`config.mk`:
```
export PLATFORM = sky130hd
export DESIGN_NAME = windowed_sample_statistics
export DESIGN_NICKNAME = d
export VERILOG_FILES = /design/src/rtl/wss_pkg.sv /design/src/rtl/wss_ram.sv /design/src/rtl/wss_div.sv /design/src/rtl/wss_dpath.sv /design/src/rtl/wss_ctrl.sv /design/src/rtl/windowed_sample_statistics.sv
export SDC_FILE = /design/constraint.sdc
export NUM_CORES = 2
export LEC_CHECK = 0
export BUFFER_PORTS_ARGS = -buffer_cell sky130_fd_sc_hd__clkbuf_2
export CAP_MARGIN = 20
export CORE_MARGIN = 5
export CORE_UTILIZATION = 44
export DETAILED_ROUTE_END_ITERATION = 8
export PLACE_DENSITY_LB_ADDON = 0.2
export SETUP_SLACK_MARGIN = 0.1
export SYNTH_ARGS = -nofsm -noshare
export SYNTH_HDL_FRONTEND = slang
export SYNTH_SLANG_ARGS = --single-unit
```
`constraint.sdc`:
```
create_clock -name clock -period 6 [get_ports clock]
set_input_delay 0.9 -clock clock [delete_from_list [all_inputs] [get_ports clock]]
set_output_delay 0.9 -clock clock [all_outputs]
set_load 0.005 [all_outputs]
```
`src/rtl/wss_pkg.sv`:
```
`default_nettype none
// ----------------------------------------------------------------------------
// Windowed sample statistics package
// Shared widths, register and request codes, and the controller/datapath
// command and status words.
// ----------------------------------------------------------------------------
package wss_pkg;

   localparam int WINDOW_DEPTH = 64;
   localparam int SAMPLE_BITS  = 16;

   localparam int ADDR_W     = $clog2(WINDOW_DEPTH);
   localparam int CNT_W      = $clog2(WINDOW_DEPTH + 1);
   localparam int SUM_W      = SAMPLE_BITS + ADDR_W;
   localparam int AVG_W      = 7;
   localparam int TIME_W     = 32;
   localparam int DELTA_W    = 16;
   localparam int CMP_W      = (CNT_W > AVG_W) ? CNT_W : AVG_W;
   localparam int DIV_STEP_W = $clog2(SUM_W + 1);

   localparam int REQ_DATA_W = ((SAMPLE_BITS + DELTA_W + 7) / 8) * 8;
   localparam int RSP_DATA_W = ((4 * SAMPLE_BITS + 7) / 8) * 8;

   localparam int CSR_IDX_W  = 1;
   localparam int CSR_DATA_W = 32;

   localparam logic [CSR_IDX_W-1:0] CSR_AVG_WINDOW    = CSR_IDX_W'(0);
   localparam logic [CSR_IDX_W-1:0] CSR_DISPLAY_DELAY = CSR_IDX_W'(1);

   localparam logic [AVG_W-1:0]  AVG_WINDOW_RESET    = AVG_W'(8);
   localparam logic [TIME_W-1:0] DISPLAY_DELAY_RESET = TIME_W'(1000);

   localparam logic REQ_PUSH = 1'b0;
   localparam logic REQ_TICK = 1'b1;

   typedef struct packed {
      logic load;
      logic tick;
      logic store;
      logic walk;
      logic div_start;
      logic div_sel_all;
      logic run_save;
      logic all_save;
      logic finish;
   } cmd_type;

   typedef struct packed {
      logic is_tick;
      logic walk_done;
      logic div_busy;
      logic refresh;
      logic out_free;
   } status_type;

endpackage
`default_nettype wire

```
`src/rtl/wss_ram.sv`:
```
`default_nettype none
// ----------------------------------------------------------------------------
// Generic RAM
// One write port and one read port with registered read data.
// ----------------------------------------------------------------------------
module wss_ram #(
   parameter int WIDTH = 16,
   parameter int DEPTH = 64
) (
   input  wire logic                     clock,
   input  wire logic                     wr_en,
   input  wire logic [$clog2(DEPTH)-1:0] wr_addr,
   input  wire logic [WIDTH-1:0]         wr_data,
   input  wire logic                     rd_en,
   input  wire logic [$clog2(DEPTH)-1:0] rd_addr,
   output logic      [WIDTH-1:0]         rd_data
);

   logic [WIDTH-1:0] mem_ff [DEPTH];
   logic [WIDTH-1:0] rd_data_ff;

   always_ff @(posedge clock) begin
      if (wr_en) begin
         mem_ff[wr_addr] <= wr_data;
      end
      if (rd_en) begin
         rd_data_ff <= mem_ff[rd_addr];
      end
   end

   assign rd_data = rd_data_ff;

endmodule
`default_nettype wire

```
`src/rtl/wss_div.sv`:
```
`default_nettype none
// ----------------------------------------------------------------------------
// Sequential signed divider
// Restoring division of a signed sum by an unsigned count, one quotient bit
// per cycle, truncated toward zero.
// ----------------------------------------------------------------------------
module wss_div (
   input  wire logic                                     clock,
   input  wire logic                                     reset,
   input  wire logic                                     start,
   input  wire logic signed [wss_pkg::SUM_W-1:0]         dividend,
   input  wire logic        [wss_pkg::CNT_W-1:0]         divisor,
   output logic                                          busy,
   output logic signed      [wss_pkg::SAMPLE_BITS-1:0]   quotient
);
   import wss_pkg::*;

   logic [SUM_W-1:0]      quo_ff, quo_in;
   logic [CNT_W-1:0]      rem_ff, rem_in;
   logic [CNT_W-1:0]      den_ff, den_in;
   logic                  neg_ff, neg_in;
   logic [DIV_STEP_W-1:0] step_ff, step_in;
   logic [CNT_W:0]        rem_shift;
   logic [CNT_W:0]        rem_sub;
   logic [SUM_W-1:0]      q_signed;

   always_comb begin
      quo_in    = quo_ff;
      rem_in    = rem_ff;
      den_in    = den_ff;
      neg_in    = neg_ff;
      step_in   = step_ff;
      rem_shift = {rem_ff, quo_ff[SUM_W-1]};
      rem_sub   = rem_shift - {1'b0, den_ff};
      if (start) begin
         neg_in  = dividend[SUM_W-1];
         quo_in  = dividend[SUM_W-1] ? SUM_W'(-dividend) : SUM_W'(dividend);
         rem_in  = '0;
         den_in  = divisor;
         step_in = DIV_STEP_W'(SUM_W);
      end else if (step_ff != '0) begin
         if (rem_shift >= {1'b0, den_ff}) begin
            rem_in = rem_sub[CNT_W-1:0];
            quo_in = {quo_ff[SUM_W-2:0], 1'b1};
         end else begin
            rem_in = rem_shift[CNT_W-1:0];
            quo_in = {quo_ff[SUM_W-2:0], 1'b0};
         end
         step_in = step_ff - 1'b1;
      end
   end

   always_ff @(posedge clock) begin
      if (reset) begin
         step_ff <= '0;
      end else begin
         step_ff <= step_in;
      end
      quo_ff <= quo_in;
      rem_ff <= rem_in;
      den_ff <= den_in;
      neg_ff <= neg_in;
   end

   assign busy     = (step_ff != '0);
   assign q_signed = neg_ff ? (~quo_ff + 1'b1) : quo_ff;
   assign quotient = q_signed[SAMPLE_BITS-1:0];

endmodule
`default_nettype wire

```
`src/rtl/wss_dpath.sv`:
```
`default_nettype none
// ----------------------------------------------------------------------------
// Windowed sample statistics datapath
// Sample ring, window walk with sums, minimum and maximum, shared divider,
// time keeping, configuration registers and the result register.
// ----------------------------------------------------------------------------
module wss_dpath (
   input  wire logic                                    clock,
   input  wire logic                                    reset,
   input  wire wss_pkg::cmd_type                        cmd,
   output wss_pkg::status_type                          status,
   input  wire logic                                    req_type,
   input  wire logic signed [wss_pkg::SAMPLE_BITS-1:0]  req_sample,
   input  wire logic        [wss_pkg::DELTA_W-1:0]      req_delta,
   input  wire logic                                    csr_we,
   input  wire logic        [wss_pkg::CSR_IDX_W-1:0]    csr_index,
   input  wire logic        [wss_pkg::CSR_DATA_W-1:0]   csr_wdata,
   output logic                                         rsp_tvalid,
   input  wire logic                                    rsp_tready,
   output logic             [wss_pkg::RSP_DATA_W-1:0]   rsp_tdata,
   output logic                                         rsp_tuser
);
   import wss_pkg::*;

   logic [AVG_W-1:0]  avg_window_ff, avg_window_in;
   logic [TIME_W-1:0] delay_ff, delay_in;

   logic                          type_ff, type_in;
   logic signed [SAMPLE_BITS-1:0] sample_ff, sample_in;
   logic [DELTA_W-1:0]            delta_ff, delta_in;

   logic [ADDR_W-1:0] pos_ff, pos_in;
   logic [CNT_W-1:0]  count_ff, count_in;
   logic [CNT_W-1:0]  pushes_ff, pushes_in;
   logic [TIME_W-1:0] elapsed_ff, elapsed_in;
   logic [CNT_W-1:0]  n_ff, n_in;
   logic [CNT_W-1:0]  len_ff, len_in;
   logic              refresh_ff, refresh_in;
   logic [CNT_W-1:0]  rd_idx_ff, rd_idx_in;
   logic              pend_ff, pend_in;
   logic [CNT_W-1:0]  pend_idx_ff, pend_idx_in;

   logic signed [SUM_W-1:0]       sum_run_ff, sum_run_in;
   logic signed [SUM_W-1:0]       sum_all_ff, sum_all_in;
   logic signed [SAMPLE_BITS-1:0] min_ff, min_in;
   logic signed [SAMPLE_BITS-1:0] max_ff, max_in;

   logic signed [SAMPLE_BITS-1:0] last_avg_ff, last_avg_in;
   logic signed [SAMPLE_BITS-1:0] shown_avg_ff, shown_avg_in;
   logic signed [SAMPLE_BITS-1:0] shown_min_ff, shown_min_in;
   logic signed [SAMPLE_BITS-1:0] shown_max_ff, shown_max_in;
   logic                          updated_ff, updated_in;

   logic                  rsp_valid_ff, rsp_valid_in;
   logic [RSP_DATA_W-1:0] rsp_data_ff, rsp_data_in;
   logic                  rsp_user_ff, rsp_user_in;

   logic [CNT_W-1:0]  count_inc;
   logic [CNT_W-1:0]  pushes_inc;
   logic [CNT_W-1:0]  n_calc;
   logic [ADDR_W-1:0] pos_next;
   logic [CNT_W:0]    addr_calc;
   logic [ADDR_W-1:0] rd_addr;
   logic              rd_go;
   logic [TIME_W:0]   time_sum;

   logic signed [SAMPLE_BITS-1:0] rd_data;
   logic signed [SUM_W-1:0]       s_ext;
   logic signed [SUM_W-1:0]       div_dividend;
   logic [CNT_W-1:0]              div_divisor;
   logic                          div_busy;
   logic signed [SAMPLE_BITS-1:0] div_q;

   wss_ram #(
      .WIDTH (SAMPLE_BITS),
      .DEPTH (WINDOW_DEPTH)
   ) u_ram (
      .clock   (clock),
      .wr_en   (cmd.store),
      .wr_addr (pos_next),
      .wr_data (sample_ff),
      .rd_en   (rd_go),
      .rd_addr (rd_addr),
      .rd_data (rd_data)
   );

   assign div_dividend = cmd.div_sel_all ? sum_all_ff : sum_run_ff;
   assign div_divisor  = cmd.div_sel_all ? count_ff : n_ff;

   wss_div u_div (
      .clock    (clock),
      .reset    (reset),
      .start    (cmd.div_start),
      .dividend (div_dividend),
      .divisor  (div_divisor),
      .busy     (div_busy),
      .quotient (div_q)
   );

   always_comb begin
      count_inc  = (count_ff < CNT_W'(WINDOW_DEPTH)) ? count_ff + 1'b1 : count_ff;
      pushes_inc = pushes_ff + 1'b1;
      n_calc     = (CMP_W'(avg_window_ff) > CMP_W'(count_inc)) ? count_inc
                                                               : CNT_W'(avg_window_ff);
      pos_next   = (pos_ff == ADDR_W'(WINDOW_DEPTH - 1)) ? '0 : pos_ff + 1'b1;
      addr_calc  = ((CNT_W+1)'(pos_ff) >= (CNT_W+1)'(rd_idx_ff))
                 ? (CNT_W+1)'(pos_ff) - (CNT_W+1)'(rd_idx_ff)
                 : (CNT_W+1)'(pos_ff) + (CNT_W+1)'(WINDOW_DEPTH) - (CNT_W+1)'(rd_idx_ff);
      rd_addr    = addr_calc[ADDR_W-1:0];
      rd_go      = cmd.walk && (rd_idx_ff < len_ff);
      time_sum   = {1'b0, elapsed_ff} + (TIME_W+1)'(delta_ff);
      s_ext      = {{(SUM_W-SAMPLE_BITS){rd_data[SAMPLE_BITS-1]}}, rd_data};
   end

   always_comb begin
      avg_window_in = avg_window_ff;
      delay_in      = delay_ff;
      type_in       = type_ff;
      sample_in     = sample_ff;
      delta_in      = delta_ff;
      pos_in        = pos_ff;
      count_in      = count_ff;
      pushes_in     = pushes_ff;
      elapsed_in    = elapsed_ff;
      n_in          = n_ff;
      len_in        = len_ff;
      refresh_in    = refresh_ff;
      rd_idx_in     = rd_idx_ff;
      pend_in       = rd_go;
      pend_idx_in   = rd_idx_ff;
      sum_run_in    = sum_run_ff;
      sum_all_in    = sum_all_ff;
      min_in        = min_ff;
      max_in        = max_ff;
      last_avg_in   = last_avg_ff;
      shown_avg_in  = shown_avg_ff;
      shown_min_in  = shown_min_ff;
      shown_max_in  = shown_max_ff;
      updated_in    = updated_ff;
      rsp_valid_in  = rsp_valid_ff && !rsp_tready;
      rsp_data_in   = rsp_data_ff;
      rsp_user_in   = rsp_user_ff;

      if (csr_we) begin
         case (csr_index)
            CSR_AVG_WINDOW:    avg_window_in = csr_wdata[AVG_W-1:0];
            CSR_DISPLAY_DELAY: delay_in      = csr_wdata[TIME_W-1:0];
            default: ;
         endcase
      end

      if (cmd.load) begin
         type_in    = req_type;
         sample_in  = req_sample;
         delta_in   = req_delta;
         updated_in = 1'b0;
      end

      if (cmd.tick && (count_ff != '0)) begin
         elapsed_in = time_sum[TIME_W] ? '1 : time_sum[TIME_W-1:0];
      end

      if (cmd.store) begin
         pos_in     = pos_next;
         count_in   = count_inc;
         pushes_in  = pushes_inc;
         n_in       = n_calc;
         refresh_in = (elapsed_ff >= delay_ff) || (pushes_inc >= CNT_W'(WINDOW_DEPTH));
         len_in     = refresh_in ? count_inc : n_calc;
         rd_idx_in  = '0;
         sum_run_in = '0;
         sum_all_in = '0;
      end

      if (rd_go) begin
         rd_idx_in = rd_idx_ff + 1'b1;
      end

      if (pend_ff) begin
         sum_all_in = sum_all_ff + s_ext;
         if (pend_idx_ff < n_ff) begin
            sum_run_in = sum_run_ff + s_ext;
         end
         if ((pend_idx_ff == '0) || (rd_data < min_ff)) begin
            min_in = rd_data;
         end
         if ((pend_idx_ff == '0) || (rd_data > max_ff)) begin
            max_in = rd_data;
         end
      end

      if (cmd.run_save) begin
         last_avg_in = (n_ff == '0) ? '0 : div_q;
      end

      if (cmd.all_save) begin
         shown_avg_in = div_q;
         shown_min_in = min_ff;
         shown_max_in = max_ff;
         elapsed_in   = '0;
         pushes_in    = '0;
         updated_in   = 1'b1;
      end

      if (cmd.finish) begin
         rsp_valid_in = 1'b1;
         rsp_data_in  = RSP_DATA_W'({shown_max_ff, shown_min_ff, shown_avg_ff, last_avg_ff});
         rsp_user_in  = updated_ff;
      end
   end

   always_ff @(posedge clock) begin
      if (reset) begin
         avg_window_ff <= AVG_WINDOW_RESET;
         delay_ff      <= DISPLAY_DELAY_RESET;
         pos_ff        <= '0;
         count_ff      <= '0;
         pushes_ff     <= '0;
         elapsed_ff    <= '0;
         pend_ff       <= 1'b0;
         last_avg_ff   <= '0;
         shown_avg_ff  <= '0;
         shown_min_ff  <= '0;
         shown_max_ff  <= '0;
         rsp_valid_ff  <= 1'b0;
      end else begin
         avg_window_ff <= avg_window_in;
         delay_ff      <= delay_in;
         pos_ff        <= pos_in;
         count_ff      <= count_in;
         pushes_ff     <= pushes_in;
         elapsed_ff    <= elapsed_in;
         pend_ff       <= pend_in;
         last_avg_ff   <= last_avg_in;
         shown_avg_ff  <= shown_avg_in;
         shown_min_ff  <= shown_min_in;
         shown_max_ff  <= shown_max_in;
         rsp_valid_ff  <= rsp_valid_in;
      end
      type_ff     <= type_in;
      sample_ff   <= sample_in;
      delta_ff    <= delta_in;
      n_ff        <= n_in;
      len_ff      <= len_in;
      refresh_ff  <= refresh_in;
      rd_idx_ff   <= rd_idx_in;
      pend_idx_ff <= pend_idx_in;
      sum_run_ff  <= sum_run_in;
      sum_all_ff  <= sum_all_in;
      min_ff      <= min_in;
      max_ff      <= max_in;
      updated_ff  <= updated_in;
      rsp_data_ff <= rsp_data_in;
      rsp_user_ff <= rsp_user_in;
   end

   always_comb begin
      status.is_tick   = (type_ff == REQ_TICK);
      status.walk_done = (rd_idx_ff == len_ff) && !pend_ff;
      status.div_busy  = div_busy;
      status.refresh   = refresh_ff;
      status.out_free  = !rsp_valid_ff || rsp_tready;
   end

   assign rsp_tvalid = rsp_valid_ff;
   assign rsp_tdata  = rsp_data_ff;
   assign rsp_tuser  = rsp_user_ff;

`ifndef SYNTHESIS
   a_count_bound: assert property (@(posedge clock) disable iff (reset)
      count_ff <= CNT_W'(WINDOW_DEPTH))
      else $error("stored count above window depth");

   a_pushes_bound: assert property (@(posedge clock) disable iff (reset)
      pushes_ff <= CNT_W'(WINDOW_DEPTH))
      else $error("push count above window depth");

   a_refresh_clears: assert property (@(posedge clock) disable iff (reset)
      cmd.all_save |=> (pushes_ff == '0) && (elapsed_ff == '0) && updated_ff)
      else $error("refresh did not clear counters");

   a_read_stored: assert property (@(posedge clock) disable iff (reset)
      rd_go |-> (rd_idx_ff < count_ff))
      else $error("walk reads beyond stored samples");
`endif

endmodule
`default_nettype wire

```
`src/rtl/wss_ctrl.sv`:
```
`default_nettype none
// ----------------------------------------------------------------------------
// Windowed sample statistics controller
// Sequences a word at a time: tick, or store, walk, 1 or 2 divisions; result.
// ----------------------------------------------------------------------------
module wss_ctrl (
   input  wire logic                clock,
   input  wire logic                reset,
   input  wire logic                req_tvalid,
   output logic                     req_tready,
   input  wire wss_pkg::status_type status,
   output wss_pkg::cmd_type         cmd
);
   import wss_pkg::*;

   localparam logic [3:0] S_IDLE   = 4'd0;
   localparam logic [3:0] S_TICK   = 4'd1;
   localparam logic [3:0] S_STORE  = 4'd2;
   localparam logic [3:0] S_WALK   = 4'd3;
   localparam logic [3:0] S_DIVR   = 4'd4;
   localparam logic [3:0] S_WAITR  = 4'd5;
   localparam logic [3:0] S_DIVA   = 4'd6;
   localparam logic [3:0] S_WAITA  = 4'd7;
   localparam logic [3:0] S_FINISH = 4'd8;

   logic [3:0] state_ff, state_in;

   always_comb begin
      state_in   = state_ff;
      cmd        = '0;
      req_tready = 1'b0;
      case (state_ff)
         S_IDLE: begin
            req_tready = 1'b1;
            if (req_tvalid) begin
               cmd.load = 1'b1;
               state_in = S_TICK;
            end
         end
         S_TICK: begin
            if (status.is_tick) begin
               cmd.tick = 1'b1;
               state_in = S_FINISH;
            end else begin
               state_in = S_STORE;
            end
         end
         S_STORE: begin
            cmd.store = 1'b1;
            state_in  = S_WALK;
         end
         S_WALK: begin
            cmd.walk = 1'b1;
            if (status.walk_done) begin
               state_in = S_DIVR;
            end
         end
         S_DIVR: begin
            cmd.div_start = 1'b1;
            state_in      = S_WAITR;
         end
         S_WAITR: begin
            if (!status.div_busy) begin
               cmd.run_save = 1'b1;
               state_in     = status.refresh ? S_DIVA : S_FINISH;
            end
         end
         S_DIVA: begin
            cmd.div_start   = 1'b1;
            cmd.div_sel_all = 1'b1;
            state_in        = S_WAITA;
         end
         S_WAITA: begin
            cmd.div_sel_all = 1'b1;
            if (!status.div_busy) begin
               cmd.all_save = 1'b1;
               state_in     = S_FINISH;
            end
         end
         S_FINISH: begin
            if (status.out_free) begin
               cmd.finish = 1'b1;
               state_in   = S_IDLE;
            end
         end
         default: begin
            state_in = S_IDLE;
         end
      endcase
   end

   always_ff @(posedge clock) begin
      if (reset) begin
         state_ff <= S_IDLE;
      end else begin
         state_ff <= state_in;
      end
   end

endmodule
`default_nettype wire

```
`src/rtl/windowed_sample_statistics.sv`:
```
`default_nettype none
// ----------------------------------------------------------------------------
// Windowed sample statistics
// Ring of the newest 64 samples with a running average and a periodically
// refreshed average, minimum and maximum over the whole stored window.
//
// req_ carries one word per item: tuser selects push (0) or tick (1), tdata
// holds the sample and the tick's time delta. Every word yields exactly one
// rsp_ word with the running average, the refresh flag and the shown values.
// csr_ writes avg_window (index 0) or display_delay (index 1);
// write only while no word is in flight.
// A tick passes from accept through its tick and finish states to the output
// register. A push walks its n samples, the newest min(avg_window, count) or
// all stored ones on a refresh, through the single RAM read port (one per
// cycle), then runs one or two divisions of 22 quotient steps on the shared
// divider. One word is in flight at a time; req_tready is high only while
// idle, from the cycle after the result loads, and a result waiting in the
// output register does not block the next accept. A stalled receiver holds
// the result and parks the next item at its last step. Reset clears the ring
// position, count, push and time counters, the shown values and the
// configuration to its defaults; the sample RAM is not cleared.
// ----------------------------------------------------------------------------
module windowed_sample_statistics (
   input  wire logic                               clock,
   input  wire logic                               reset,
   input  wire logic                               req_tvalid,
   output logic                                    req_tready,
   input  wire logic [wss_pkg::REQ_DATA_W-1:0]     req_tdata,  // sample_value, delta_time
   input  wire logic                               req_tuser,  // req_type
   output logic                                    rsp_tvalid,
   input  wire logic                               rsp_tready,
   // running_average, displayed_average, displayed_minimum, displayed_maximum
   output logic      [wss_pkg::RSP_DATA_W-1:0]     rsp_tdata,
   output logic                                    rsp_tuser,  // display_updated
   input  wire logic                               csr_we,
   input  wire logic [wss_pkg::CSR_IDX_W-1:0]      csr_index,
   input  wire logic [wss_pkg::CSR_DATA_W-1:0]     csr_wdata
);
   import wss_pkg::*;

   cmd_type    cmd;
   status_type status;

   wss_ctrl u_ctrl (
      .clock      (clock),
      .reset      (reset),
      .req_tvalid (req_tvalid),
      .req_tready (req_tready),
      .status     (status),
      .cmd        (cmd)
   );

   wss_dpath u_dpath (
      .clock      (clock),
      .reset      (reset),
      .cmd        (cmd),
      .status     (status),
      .req_type   (req_tuser),
      .req_sample (req_tdata[SAMPLE_BITS-1:0]),
      .req_delta  (req_tdata[SAMPLE_BITS+DELTA_W-1:SAMPLE_BITS]),
      .csr_we     (csr_we),
      .csr_index  (csr_index),
      .csr_wdata  (csr_wdata),
      .rsp_tvalid (rsp_tvalid),
      .rsp_tready (rsp_tready),
      .rsp_tdata  (rsp_tdata),
      .rsp_tuser  (rsp_tuser)
   );

endmodule
`default_nettype wire

```
==> metrics.yaml <==
grt_pass1_wl_mm: 213.9
drive_gt1_share_pct: 22.00
clock-sinks: 1447
ioPinCount: 138
cp-start-kind: "flop"
fp.dieW_um: 381.0
cts_setup_buffers: 0
maxCapViolations: 0
fin_skew_ps: 31.29
die_h_um: 381.0
status: "finished clean"
hold_ws_ps: 286.9
final_common_cell: "edfxtp_1"
drt-initial-drc-count: 2640
crit_fanout: 71
synth_area_um2: 60550
start_util_pct: 44.15
antenna_found_initial: 5
synth_top_area_share_pct: 61.69
path_delay_family: "adder cells"
grt_pass1_vias: 33210
avgSynthCellArea_um2: 16.34
maxSlewHeadroom_pct: 23.43
synthTopCellsByArea: "edfxtp_1 62%, mux4_2 12%, dfxtp_1 6.7%"
clk_pin_slew_ps: 60
crit_type: "flop to flop"
grtUsageTotal_pct: 19.65
fmax_ghz: 0.2197
cts_max_level: 4
cp-end-kind: "flop"
drcViolationCount: 0
dieArea_um2: 145100
place.gp.congestion: 0.7844
portBuffers: 137
synth_seq_cells: 1447
fin_crit_ps: 4552
p_per_area_nw_per_um2: 348.1
routedWlPerCell_um: 24.33
avgViaCountPerCell: 5.556
synthToLayoutAreaGrowth_pct: 14.13
leakage_nw: 23.87
cts_tree: "built"
numCtsBuffers: 155
cts_resized: 0
setup_viol: 0
clock_path_buffers: 3
setup-tns-final_ps: 0
synth_edf_count: 1244
crit_path_frequent_cell: "mux4_2"
slew_viol_final: 0
vdd_drop_max_mv: 0.2928
required_ps: 6480
synth_nets: 3944
slowest_delay_ps: 1160
coreArea_um2: 137200
tightestPinTransition_ps: 1149
hold_violations: 0
grt_overflow: 0
ant_nets: 0
place_hpwl_mm: 86.13
syn_inst: 3706
root_buffer: "clkbuf_16"
grt_max_degree: 80
fin_crit_sh_pct: 75.87
crit_arrival_ps: 5040
synth_warnings: 0
firstDrtPassIters: 5
rows: 136
ys_async_sr_fraction_pct: 0
yosysTopAreaCell: "edfxtp_1"
crit_buf_inv: 3
totalWireLength_mm: 143.0
ys.flop_type: "edfxtp_1"
hold_buffers: 0
fin_nets: 4196
yosysSeqAreaShare_pct: 68.41
holdCritPathClass: "input pin to flop"
worstPathCellList: "ha_4, inv_1, fa_4, buf_12, buf_4, mux4_2, mux4_2, nor2b_1, a211oi_1, a21oi_1"
grt_setup_unrepaired: "false"
vias: 32650
clock_latency_ps: 790
layout_common_cells: "1244 x edfxtp_1, 320 x mux4_2, 251 x nand2_1"
yosysUniqueCellTypes: 85
slowest_stage: "fa_4"
state kept, by name (all words and copies together), names as in the netlist, 16 cells and up:
signal and count:
u_dpath.sum_all_ff 22, u_dpath.shown_avg_ff 16, u_dpath.delta_ff 16, u_dpath.u_div.quo_ff 22
u_dpath.sample_ff 16, u_dpath.shown_min_ff 16, u_dpath.sum_run_ff 22, u_dpath.shown_max_ff 16
u_dpath.min_ff 16, u_dpath.delay_ff 32, u_dpath.u_ram.mem_ff 1024, u_dpath.elapsed_ff 32
u_dpath.u_ram.rd_data 16, u_dpath.last_avg_ff 16, u_dpath.rsp_tdata 64, u_dpath.max_ff 16
worst register-to-register path, stage by stage (launching register included):
cell and delay [ps]:
edfxtp_1 500, ha_4 170, inv_1 50, fa_4 1160
buf_12 470, buf_4 540, mux4_2 360, mux4_2 540
nor2b_1 160, a211oi_1 250, a21oi_1 70
path summary, 6_finish.rpt:
check,start,endpoint,slack [ps],cells past startpoint
setup / recovery,u_dpath.pend_idx_in[0],u_dpath.u_ram.rd_data[5],1450,10
hold / removal,req_tdata[14],u_dpath.sample_ff[14],290,1
setup reg to reg,u_dpath.pend_idx_in[0],u_dpath.u_ram.rd_data[5],1450,10
hold reg to reg,u_dpath.shown_avg_ff[14],u_dpath.rsp_tdata[30],430,0
stage by stage:
step / power [mW] / cell area, um^2 / std cells / worst slack, ps / utilization (%)
CTS: 24.33 / 69110 / 5875 / 1405 / 50.39
detailed placement: 14.74 / 63960 / 5595 / 1421 / 46.63
global placement: 14.70 / 63960 / 5595 / 1474 / 46.63
finish: 24.06 / 69110 / 5876 / 1448 / 50.39
floorplan: 13.82 / 60550 / 3706 / 1574 / -
global route: 25.04 / 69110 / 5875 / 1249 / 50.39
where the power goes:
part | total, mW | switching (mW) | leakage (nW) | internal (mW)
Clock | 9.58 | 4.01 | 2.50 | 5.57
Sequential | 11.6 | 0.209 | 12.9 | 11.3
Combinational | 2.92 | 1.66 | 8.47 | 1.27
kinds of logic (layout without fill, tap and decap cells):
kind of cell             Yosys count  in the layout  share of synthesized area, %
adder cells (fa/ha/maj)          167            167                         3.513
XOR/XNOR                         117            117                         1.705
AND/OR/NAND/NOR                  745            745                         5.908
multiplexers                     393            393                         13.14
buffers and inverters            300            675                         2.004
other                              0              1                             0
flip-flops                      1447           1447                         68.41
AO/OA/AOI/OAI                    537            537                         5.323
final cells by class:
class                   count  area [um^2]
repair buffers            260         1674
flip-flops and latches   1447        41420
diodes                      1        2.502
clock buffers             200         4168
fillers                 11350        68040
well taps                1794         2245
multi-input cells        1959        18110
inverters                 135        506.7
clock inverters            80        978.4
metal layers:
layer	GRT usage [%]	wire, um
met5	0	0
met4	5.332	3397
met3	3.396	7117
met2	33.71	71640
met1	26.07	60820
Yosys cell counts, drive strengths merged (10+ instances only):
cell type,count
nor3,31
nand2,251
a21o,52
buf,59
mux4,320
xor2,55
ha,162
xnor2,62
nand4,23
a31oi,16
nor2,196
or3,12
and3,28
edfxtp,1244
inv,135
mux2,10
dfxtp,203
a22oi,17
nand2b,18
a21oi,209
clkbuf,106
nor2b,43
and2,31
nand3,54
mux2i,63
o21ai,141
a211oi,33
nand3b,13
No activity file was read; power rests on OpenSTA's default activity.
